**src/hdl/mmcs_pkg.sv**
```systemverilog
// ----------------------------------------------------------------------------
// mmcs_pkg: shared types and constants for the min/max contrast stretch
// widths, register indexes, controller states and the command/status bundles
// ----------------------------------------------------------------------------
package mmcs_pkg;

    localparam int BYTE_W       = 8;
    localparam int PIXEL_BYTES  = 3;
    localparam int DATA_W       = PIXEL_BYTES * BYTE_W;
    localparam int DEF_CHANNELS = 3;
    localparam int MAX_ACTIVE   = PIXEL_BYTES;

    // signed (v - low) and (high - low) spans, and their product
    localparam int SPAN_W = BYTE_W + 1;
    localparam int NUM_W  = 2 * BYTE_W + 1;
    localparam int QUO_W  = 2 * BYTE_W;
    localparam int CNT_W  = $clog2(QUO_W);
    localparam int CH_W   = 2;

    localparam int CFG_IDX_W  = 1;
    localparam int USER_IN_W  = 2;
    localparam int USER_OUT_W = 1;

    localparam int USER_OP_BIT   = 0;
    localparam int USER_FS_BIT   = 1;
    localparam int USER_FLAT_BIT = 0;

    localparam logic OP_STATS = 1'b0;
    localparam logic OP_APPLY = 1'b1;

    localparam logic [CFG_IDX_W-1:0] REG_TARGET_LOW  = 1'b0;
    localparam logic [CFG_IDX_W-1:0] REG_TARGET_HIGH = 1'b1;

    localparam logic [BYTE_W-1:0] BYTE_MAX = 8'hFF;
    localparam logic [BYTE_W-1:0] BYTE_MIN = 8'h00;

    typedef enum logic [2:0] {
        ST_IDLE,
        ST_CHECK,
        ST_MUL,
        ST_LOAD,
        ST_DIV,
        ST_FIX,
        ST_EMIT
    } t_state;

    typedef struct packed {
        logic            stats_upd;
        logic            stats_restart;
        logic            apply_load;
        logic            mul;
        logic            div_load;
        logic            div_step;
        logic            fix;
        logic            emit;
        logic [CH_W-1:0] ch;
    } t_mmcs_cmd;

    typedef struct packed {
        logic flat;
    } t_mmcs_sts;

endpackage

```
**src/hdl/mmcs_ctrl.sv**
```systemverilog
// ----------------------------------------------------------------------------
// mmcs_ctrl: sequencing state machine
// walks each active channel through multiply, divide and fix-up steps
// ----------------------------------------------------------------------------
module mmcs_ctrl
    import mmcs_pkg::*;
#(
    parameter int ACTIVE = MAX_ACTIVE
) (
    input  logic      i_clk,
    input  logic      i_rst_n,
    input  logic      i_in_valid,
    input  logic      i_in_op,
    input  logic      i_in_restart,
    input  logic      i_out_ready,
    input  t_mmcs_sts i_sts,
    output logic      o_in_ready,
    output logic      o_out_valid,
    output t_mmcs_cmd o_cmd
);

    localparam logic [CH_W-1:0]  LAST_CH  = CH_W'(ACTIVE - 1);
    localparam logic [CNT_W-1:0] LAST_CNT = CNT_W'(QUO_W - 1);

    t_state             r_state, n_state;
    logic [CH_W-1:0]    r_ch, n_ch;
    logic [CNT_W-1:0]   r_cnt, n_cnt;
    logic               r_out_valid, n_out_valid;
    logic               emit_ok;

    // output slot free this cycle
    assign emit_ok = !r_out_valid || i_out_ready;

    always_comb begin
        n_state = r_state;
        unique case (r_state)
            ST_IDLE: begin
                if (i_in_valid && i_in_op == OP_APPLY) n_state = ST_CHECK;
            end
            ST_CHECK: n_state = i_sts.flat ? ST_EMIT : ST_MUL;
            ST_MUL:   n_state = ST_LOAD;
            ST_LOAD:  n_state = ST_DIV;
            ST_DIV: begin
                if (r_cnt == LAST_CNT) n_state = ST_FIX;
            end
            ST_FIX:   n_state = (r_ch == LAST_CH) ? ST_EMIT : ST_MUL;
            ST_EMIT: begin
                if (emit_ok) n_state = ST_IDLE;
            end
            default:  n_state = ST_IDLE;
        endcase
    end

    always_comb begin
        n_ch  = r_ch;
        n_cnt = r_cnt;
        if (r_state == ST_CHECK) n_ch = '0;
        if (r_state == ST_FIX && r_ch != LAST_CH) n_ch = r_ch + 1'b1;
        if (r_state == ST_LOAD) n_cnt = '0;
        if (r_state == ST_DIV) n_cnt = r_cnt + 1'b1;
    end

    always_comb begin
        o_cmd               = '0;
        o_cmd.ch            = r_ch;
        o_cmd.stats_restart = i_in_restart;
        o_in_ready          = (r_state == ST_IDLE);
        o_cmd.stats_upd     = (r_state == ST_IDLE) && i_in_valid && (i_in_op == OP_STATS);
        o_cmd.apply_load    = (r_state == ST_IDLE) && i_in_valid && (i_in_op == OP_APPLY);
        o_cmd.mul           = (r_state == ST_MUL);
        o_cmd.div_load      = (r_state == ST_LOAD);
        o_cmd.div_step      = (r_state == ST_DIV);
        o_cmd.fix           = (r_state == ST_FIX);
        o_cmd.emit          = (r_state == ST_EMIT) && emit_ok;
    end

    always_comb begin
        n_out_valid = r_out_valid;
        if (i_out_ready) n_out_valid = 1'b0;
        if (o_cmd.emit) n_out_valid = 1'b1;
    end

    assign o_out_valid = r_out_valid;

    always_ff @(posedge i_clk) begin
        if (!i_rst_n) begin
            r_state     <= ST_IDLE;
            r_ch        <= '0;
            r_cnt       <= '0;
            r_out_valid <= 1'b0;
        end else begin
            r_state     <= n_state;
            r_ch        <= n_ch;
            r_cnt       <= n_cnt;
            r_out_valid <= n_out_valid;
        end
    end

endmodule

```
**src/hdl/mmcs_dp.sv**
```systemverilog
// ----------------------------------------------------------------------------
// mmcs_dp: statistics, target registers, multiplier and radix-2 divider
// holds per-channel min/max and builds the stretched pixel one channel at a time
// ----------------------------------------------------------------------------
module mmcs_dp
    import mmcs_pkg::*;
#(
    parameter int ACTIVE = MAX_ACTIVE
) (
    input  logic                                   i_clk,
    input  logic                                   i_rst_n,
    input  t_mmcs_cmd                              i_cmd,
    input  logic                                   i_cfg_we,
    input  logic [CFG_IDX_W-1:0]                   i_cfg_idx,
    input  logic [BYTE_W-1:0]                      i_cfg_data,
    input  logic [PIXEL_BYTES-1:0][BYTE_W-1:0]     i_px,
    output t_mmcs_sts                              o_sts,
    output logic [PIXEL_BYTES-1:0][BYTE_W-1:0]     o_px,
    output logic                                   o_flat
);

    logic [BYTE_W-1:0]                    r_tlow, r_thigh;
    logic [ACTIVE-1:0][BYTE_W-1:0]        r_low, r_high, n_low, n_high;
    logic [ACTIVE-1:0][BYTE_W-1:0]        base_low, base_high;
    logic [PIXEL_BYTES-1:0][BYTE_W-1:0]   r_px, r_res, r_opx;
    logic                                 r_flat, r_oflat, flat_now;

    logic [BYTE_W-1:0]                    sel_low, sel_high;
    logic signed [SPAN_W-1:0]             diff, scale, span;
    logic signed [2*SPAN_W-1:0]           prod;
    logic signed [NUM_W-1:0]              r_num, num_mag;
    logic signed [SPAN_W-1:0]             r_span, span_mag;

    logic [BYTE_W-1:0]                    r_rem, n_rem, r_dvs;
    logic [QUO_W-1:0]                     r_quo, quo_s;
    logic [BYTE_W:0]                      trial, trial_sub;
    logic                                 r_neg, ge;

    // target range registers
    always_ff @(posedge i_clk) begin
        if (!i_rst_n) begin
            r_tlow  <= BYTE_MIN;
            r_thigh <= BYTE_MAX;
        end else if (i_cfg_we) begin
            unique case (i_cfg_idx)
                REG_TARGET_LOW:  r_tlow  <= i_cfg_data;
                REG_TARGET_HIGH: r_thigh <= i_cfg_data;
                default: ;
            endcase
        end
    end

    // running min/max, restart folds into the same update
    always_comb begin
        for (int c = 0; c < ACTIVE; c++) begin
            base_low[c]  = i_cmd.stats_restart ? BYTE_MAX : r_low[c];
            base_high[c] = i_cmd.stats_restart ? BYTE_MIN : r_high[c];
            n_low[c]     = (i_px[c] < base_low[c])  ? i_px[c] : base_low[c];
            n_high[c]    = (i_px[c] > base_high[c]) ? i_px[c] : base_high[c];
        end
    end

    always_ff @(posedge i_clk) begin
        if (!i_rst_n) begin
            r_low  <= {ACTIVE{BYTE_MAX}};
            r_high <= {ACTIVE{BYTE_MIN}};
        end else if (i_cmd.stats_upd) begin
            r_low  <= n_low;
            r_high <= n_high;
        end
    end

    always_comb begin
        flat_now = 1'b0;
        sel_low  = r_low[0];
        sel_high = r_high[0];
        for (int c = 0; c < ACTIVE; c++) begin
            if (r_low[c] == r_high[c]) flat_now = 1'b1;
            if (i_cmd.ch == CH_W'(c)) begin
                sel_low  = r_low[c];
                sel_high = r_high[c];
            end
        end
    end

    // (v - low) * (thigh - tlow) and high - low
    assign diff  = $signed({1'b0, r_px[i_cmd.ch]}) - $signed({1'b0, sel_low});
    assign scale = $signed({1'b0, r_thigh}) - $signed({1'b0, r_tlow});
    assign span  = $signed({1'b0, sel_high}) - $signed({1'b0, sel_low});
    assign prod  = diff * scale;

    assign num_mag  = r_num[NUM_W-1]   ? -r_num  : r_num;
    assign span_mag = r_span[SPAN_W-1] ? -r_span : r_span;

    // restoring divide step
    assign trial     = {r_rem, r_quo[QUO_W-1]};
    assign ge        = (trial >= {1'b0, r_dvs});
    assign trial_sub = trial - {1'b0, r_dvs};
    assign n_rem     = ge ? trial_sub[BYTE_W-1:0] : trial[BYTE_W-1:0];

    // truncation toward zero: divide magnitudes, then restore sign
    assign quo_s = r_neg ? -r_quo : r_quo;

    always_ff @(posedge i_clk) begin
        if (i_cmd.apply_load) begin
            r_px   <= i_px;
            r_res  <= i_px;
            r_flat <= flat_now;
        end
        if (i_cmd.mul) begin
            r_num  <= prod[NUM_W-1:0];
            r_span <= span;
        end
        if (i_cmd.div_load) begin
            r_quo <= num_mag[QUO_W-1:0];
            r_dvs <= span_mag[BYTE_W-1:0];
            r_rem <= '0;
            r_neg <= r_num[NUM_W-1] ^ r_span[SPAN_W-1];
        end
        if (i_cmd.div_step) begin
            r_rem <= n_rem;
            r_quo <= {r_quo[QUO_W-2:0], ge};
        end
        if (i_cmd.fix) begin
            r_res[i_cmd.ch] <= quo_s[BYTE_W-1:0] + r_tlow;
        end
        if (i_cmd.emit) begin
            r_opx   <= r_res;
            r_oflat <= r_flat;
        end
    end

    assign o_sts.flat = r_flat;
    assign o_px       = r_opx;
    assign o_flat     = r_oflat;

endmodule

```
**src/hdl/rgb_min_max_contrast_stretch_top.sv**
```systemverilog
// ----------------------------------------------------------------------------
// rgb_min_max_contrast_stretch_top: per-channel rgb min/max contrast stretch
// gathers channel min/max, then maps pixels into the target output range
// ----------------------------------------------------------------------------
// usage:
//   slave stream carries one pixel per word: tdata = red, green, blue bytes,
//   tuser = op (gather/apply) and frame start. a gather word updates the kept
//   per-channel min/max in the cycle it is accepted (one word per cycle).
//   an apply word produces one master word: stretched bytes in tdata and the
//   flat flag in tuser; a flat channel passes the pixel unchanged. the user
//   must write target_low/target_high on the cfg port while idle (not enforced).
// sequencing:
//   a flat apply goes straight to emit; else each active channel in turn
//   passes a multiply step, a load step, the shared 16-step restoring divider
//   and a fix-up step. no new word is accepted until the result is emitted.
// reset: synchronous, active low; min resets to 255, max to 0, targets 0/255.
// stall: the result sits in an output register; the next word is accepted
//   while it waits, and a later apply word holds in the emit step until taken.
// ----------------------------------------------------------------------------
module rgb_min_max_contrast_stretch_top
    import mmcs_pkg::*;
#(
    parameter int CHANNELS = DEF_CHANNELS
) (
    input  logic                   i_clk,
    input  logic                   i_rst_n,
    // slave side
    input  logic                   i_s_axis_tvalid,
    output logic                   o_s_axis_tready,
    input  logic [DATA_W-1:0]      i_s_axis_tdata,   // red_in, green_in, blue_in
    input  logic [USER_IN_W-1:0]   i_s_axis_tuser,   // op, frame_start
    // master side
    output logic                   o_m_axis_tvalid,
    input  logic                   i_m_axis_tready,
    output logic [DATA_W-1:0]      o_m_axis_tdata,   // red_out, green_out, blue_out
    output logic [USER_OUT_W-1:0]  o_m_axis_tuser,   // flat_channel
    // configuration write port
    input  logic                   i_cfg_we,
    input  logic [CFG_IDX_W-1:0]   i_cfg_idx,
    input  logic [BYTE_W-1:0]      i_cfg_data
);

    // only the red, green and blue channels can be tracked
    localparam int ACTIVE = (CHANNELS < MAX_ACTIVE) ? CHANNELS : MAX_ACTIVE;

    t_mmcs_cmd                          cmd;
    t_mmcs_sts                          sts;
    logic [PIXEL_BYTES-1:0][BYTE_W-1:0] out_px;
    logic                               out_flat;

    mmcs_ctrl #(
        .ACTIVE (ACTIVE)
    ) u_ctrl (
        .i_clk        (i_clk),
        .i_rst_n      (i_rst_n),
        .i_in_valid   (i_s_axis_tvalid),
        .i_in_op      (i_s_axis_tuser[USER_OP_BIT]),
        .i_in_restart (i_s_axis_tuser[USER_FS_BIT]),
        .i_out_ready  (i_m_axis_tready),
        .i_sts        (sts),
        .o_in_ready   (o_s_axis_tready),
        .o_out_valid  (o_m_axis_tvalid),
        .o_cmd        (cmd)
    );

    mmcs_dp #(
        .ACTIVE (ACTIVE)
    ) u_dp (
        .i_clk      (i_clk),
        .i_rst_n    (i_rst_n),
        .i_cmd      (cmd),
        .i_cfg_we   (i_cfg_we),
        .i_cfg_idx  (i_cfg_idx),
        .i_cfg_data (i_cfg_data),
        .i_px       (i_s_axis_tdata),
        .o_sts      (sts),
        .o_px       (out_px),
        .o_flat     (out_flat)
    );

    assign o_m_axis_tdata                = out_px;
    assign o_m_axis_tuser[USER_FLAT_BIT] = out_flat;

`ifndef NO_ASSERTIONS
    // a gather word leaves the controller in idle, so the slave side stays open
    a_gather_one_cycle: assert property (@(posedge i_clk) disable iff (!i_rst_n)
        (i_s_axis_tvalid && o_s_axis_tready && i_s_axis_tuser[USER_OP_BIT] == OP_STATS)
        |=> o_s_axis_tready)
        else $error("slave side closed after a gather word");

    // an apply word occupies the datapath, so the slave side closes
    a_apply_busy: assert property (@(posedge i_clk) disable iff (!i_rst_n)
        (i_s_axis_tvalid && o_s_axis_tready && i_s_axis_tuser[USER_OP_BIT] == OP_APPLY)
        |=> !o_s_axis_tready)
        else $error("slave side still open after an apply word");

    // a result only appears out of the emit step, never straight from idle
    a_result_from_work: assert property (@(posedge i_clk) disable iff (!i_rst_n)
        $rose(o_m_axis_tvalid) |-> $past(!o_s_axis_tready))
        else $error("result word raised while the block was idle");
`endif

endmodule

```
**config.mk**
```make
export PLATFORM = sky130hd
export DESIGN_NAME = rgb_min_max_contrast_stretch_top
export DESIGN_NICKNAME = d
export VERILOG_FILES = /design/src/hdl/mmcs_pkg.sv /design/src/hdl/mmcs_ctrl.sv /design/src/hdl/mmcs_dp.sv /design/src/hdl/rgb_min_max_contrast_stretch_top.sv
export SDC_FILE = /design/constraint.sdc
export NUM_CORES = 1
export LEC_CHECK = 0
export ABC_CLOCK_PERIOD_IN_PS = 9470
export BUFFER_PORTS_ARGS = -buffer_cell sky130_fd_sc_hd__buf_2
export CAP_MARGIN = 20
export CORE_MARGIN = 5
export CORE_UTILIZATION = 30
export CTS_CLUSTER_DIAMETER = 200
export DETAILED_ROUTE_END_ITERATION = 16
export PLACE_DENSITY = 0.41
export SYNTH_ARGS = -nofsm -noshare
export SYNTH_HDL_FRONTEND = slang
export SYNTH_HIERARCHICAL = 1
export SYNTH_SLANG_ARGS = --single-unit
```
**constraint.sdc**
```tcl
create_clock -name i_clk -period 9.47 [get_ports i_clk]
set_input_delay 0.947 -clock i_clk [delete_from_list [all_inputs] [get_ports i_clk]]
set_output_delay 0.947 -clock i_clk [all_outputs]
set_load 0.01 [all_outputs]
```
==> impl_metrics.csv <==
group,metric,value,unit
yosys,yosys.area.top_type,"edfxtp_1",
yosys,yosysWarnings,6,
cells_and_area,layout_common_cells,"inv_1, ha_1, nand2_1, edfxtp_1, nor2_1",
timing,skew,0.01022,ns
clocking,insertion_delay,0.54,ns
yosys,avgSynthCellArea,9.882,um^2
clocking,cts_root_buf,"clkbuf_16",
global_routing,grt_max_degree,53,
global_routing,grtUsageTotal,14.81,%
power_and_ir_drop,irDropWorstVdd,0.0008762,V
cells_and_area,fillers,4865,
yosys,synthDistinctLibCells,65,
route,wl_per_cell,18.08,um
floorplanning,die_h,228.9,um
critical_path,critPathSlowestCell,"dfxtp_1",
clocking,hold_buffers,0,
yosys,ys.flop_type,"edfxtp_1",
critical_path,setup.worst_path.class,"reg -> reg",
yosys,ys_seq_elements,207,
power_and_ir_drop,leakagePower,6.645,nW
yosys,synth_nets,1689,
cells_and_area,final_common_cell,"inv_1",
yosys,synth_edf_count,109,
floorplanning,die_area,52410,um^2
power_and_ir_drop,p_per_area,437.8,nW/um^2
route,vias,10320,
yosys,synth_top_area_share,22.76,%
place,dp.cells,2100,
route,drt_wl_total,38840,um
timing,layout_setup_ws,1.361,ns
critical_path,start_kind,"flop",
cells_and_area,multi_input_area,8409,um^2
global_routing,grt_pass1_vias,10980,
yosys,yosysSeqAreaShare,36.41,%
critical_path,required,9.75,ns
route,post_drt_via_cell_ratio,4.802,
place,portBuffers,66,
yosys,ys_top_cells_by_area,"edfxtp_1, dfxtp_1, ha_1",
critical_path,cp_slowest_stage_delay,0.72,ns
critical_path,worstPathArrival,8.39,ns
route,firstDrtPassIters,5,
timing,fmax,123.3,MHz
clocking,post-cts-setup-buffers,0,
clocking,path_clk_slew,0.06,ns
clocking,tritoncts,"built",
place,dp_hpwl,30330,um
floorplanning,fp.dieW,228.9,um
critical_path,crit_path_max_fanout,15,
floorplanning,core,47550,um^2
timing,period_minus_slack,8.109,ns
floorplanning,row_count,80,
cells_and_area,seqCellArea,5235,um^2
cells_and_area,area_growth,12.83,%
global_routing,grt_pass1_wl,62130,um
critical_path,crit_top_cell,"fa_1",
yosys,async_flop_share,0,%
critical_path,end_kind,"flop",
cells_and_area,final_nets,1748,
route,ant_nets,0,
cells_and_area,final_layout_size_suffix_gt1_share,9.067,%
timing,hold_violations,0,
floorplanning,start_util,30.24,%
clocking,htree_levels,1,
floorplanning,num_io_pins,67,
yosys,synth_area,14380,um^2
place,place_ws,1.375,ns
run_status,status,"finished, final reports clean",
cells_and_area,final_core_util,34.12,%
route,drc,0,
timing,fin_tns_setup,0,ns
timing,max_slew_margin,40.32,%
worst_hold_path,min_path_type,"reg -> reg",
clocking,ctsResizeCount,0,
timing,finalCritPeriodShare,85.63,%
clocking,cts_buffers,26,
place,gp_congestion,0.7993,
clocking,cts_sinks,207,
global_routing,antenna_found_initial,1,
timing,setup_viol,0,
global_routing,overflow,0,
timing,rsz0062_at_grt,"false",
cells_and_area,layoutNonFillerInstCount,2149,
route,drt-initial-drc-count,458,
flow_run,drv_cap,0,
yosys,synthesis.instances,1455,
timing,slew_violations,0,
clocking,clock_tree.buffer_depth,3,
timing,worstMarginPinSlew,0.8873,ns
power_and_ir_drop,p_total,7.103,mW
==> cell type report <==
type                            count  area share [%]
Sequential cell                   207           32.27
Multi-Input combinational cell   1064           51.84
Inverter                          136           3.147
Antenna cell                        1         0.01542
Tap cell                          615           4.743
Timing Repair Buffer               79           2.761
Clock inverter                     16          0.9718
Clock buffer                       31           4.257
==> Yosys cell counts, drive strengths merged, types with 5 or more instances <==
cell type	number
o22a	33
and2	9
inv	135
a211oi	5
nand4	9
a21boi	23
dfxtp	98
nor2b	46
xnor2	67
and3	8
buf	11
or3	9
mux2i	39
a21o	18
xor2	29
edfxtp	109
or2	6
o211ai	8
nor3	8
nand2	109
or3b	7
a22oi	9
o21ai	98
nand3b	9
clkbuf	37
o21a	12
nor2	107
a21oi	63
o31ai	9
ha	122
nand2b	49
o22ai	5
nand3	24
o21bai	9
fa	72
a211o	6
==> final timing paths <==
path	start	endpoint	slack (ns)	cells after the start
hold / removal	u_dp/r_res[1]	u_dp/o_px[1]	0.43	0
setup / recovery	u_ctrl/r_ch[0]	u_dp/r_num[16]	1.36	26
hold reg to reg	u_dp/r_res[1]	u_dp/o_px[1]	0.43	0
setup reg to reg	u_ctrl/r_ch[0]	u_dp/r_num[16]	1.36	26
==> power breakdown <==
part	internal [mW]	leakage (nW)	total, mW	switching [mW]
Clock	0.599	0.414	0.995	0.396
Sequential	1.32	1.80	1.41	0.0820
Combinational	2.23	4.43	4.70	2.47
Total	4.15	6.64	7.10	2.95
==> worst max-delay path, delay by kind of cell, from the launching register on <==
kind	cells	cell delay (ns)
adder cells (fa/ha/maj)	8	3.39
AND/OR/NAND/NOR	7	1.43
AO/OA/AOI/OAI	6	1.21
XOR/XNOR	2	0.96
flip-flops	1	0.72
buffers and inverters	3	0.14
==> logic make-up (layout without fill, tap and decap cells) <==
family,count (synthesis),count (layout),synth area share (%)
AND/OR/NAND/NOR,412,412,14.20
AO/OA/AOI/OAI,316,316,14.29
flip-flops,207,207,36.41
adder cells (fa/ha/maj),196,196,20.78
buffers and inverters,184,262,5.134
XOR/XNOR,97,97,6.135
multiplexers,43,43,3.054
other,0,1,0
==> state kept, by name, summed over array words and instances, names as in the netlist, 9 cells and up <==
register     count
u_dp/o_px       24
u_dp/r_high     24
u_dp/r_low      24
u_dp/r_px       24
u_dp/r_res      24
u_dp/r_num      17
u_dp/r_quo      16
u_dp/r_span      9
==> layer usage <==
metal	global-route usage, %	vias to the layer above	share of wire, %
met4	3.045	0	1.7
met5	0	-	0
met3	1.627	40	2.5
met2	24.48	122	46
met1	21.11	4998	50
li1	-	5159	-
==> stage by stage <==
step / cell area (um^2) / hold WS [ns]
final: 16220 / 0.4308
after global routing: 16220 / 0.4411
after CTS: 16190 / 0.4304
after detailed placement: 15340 / 0.4146
after global placement: 15340 / 0.4125
after floorplan: 14380 / 0.4005
Note: power is estimated with default switching activity, not from simulation.
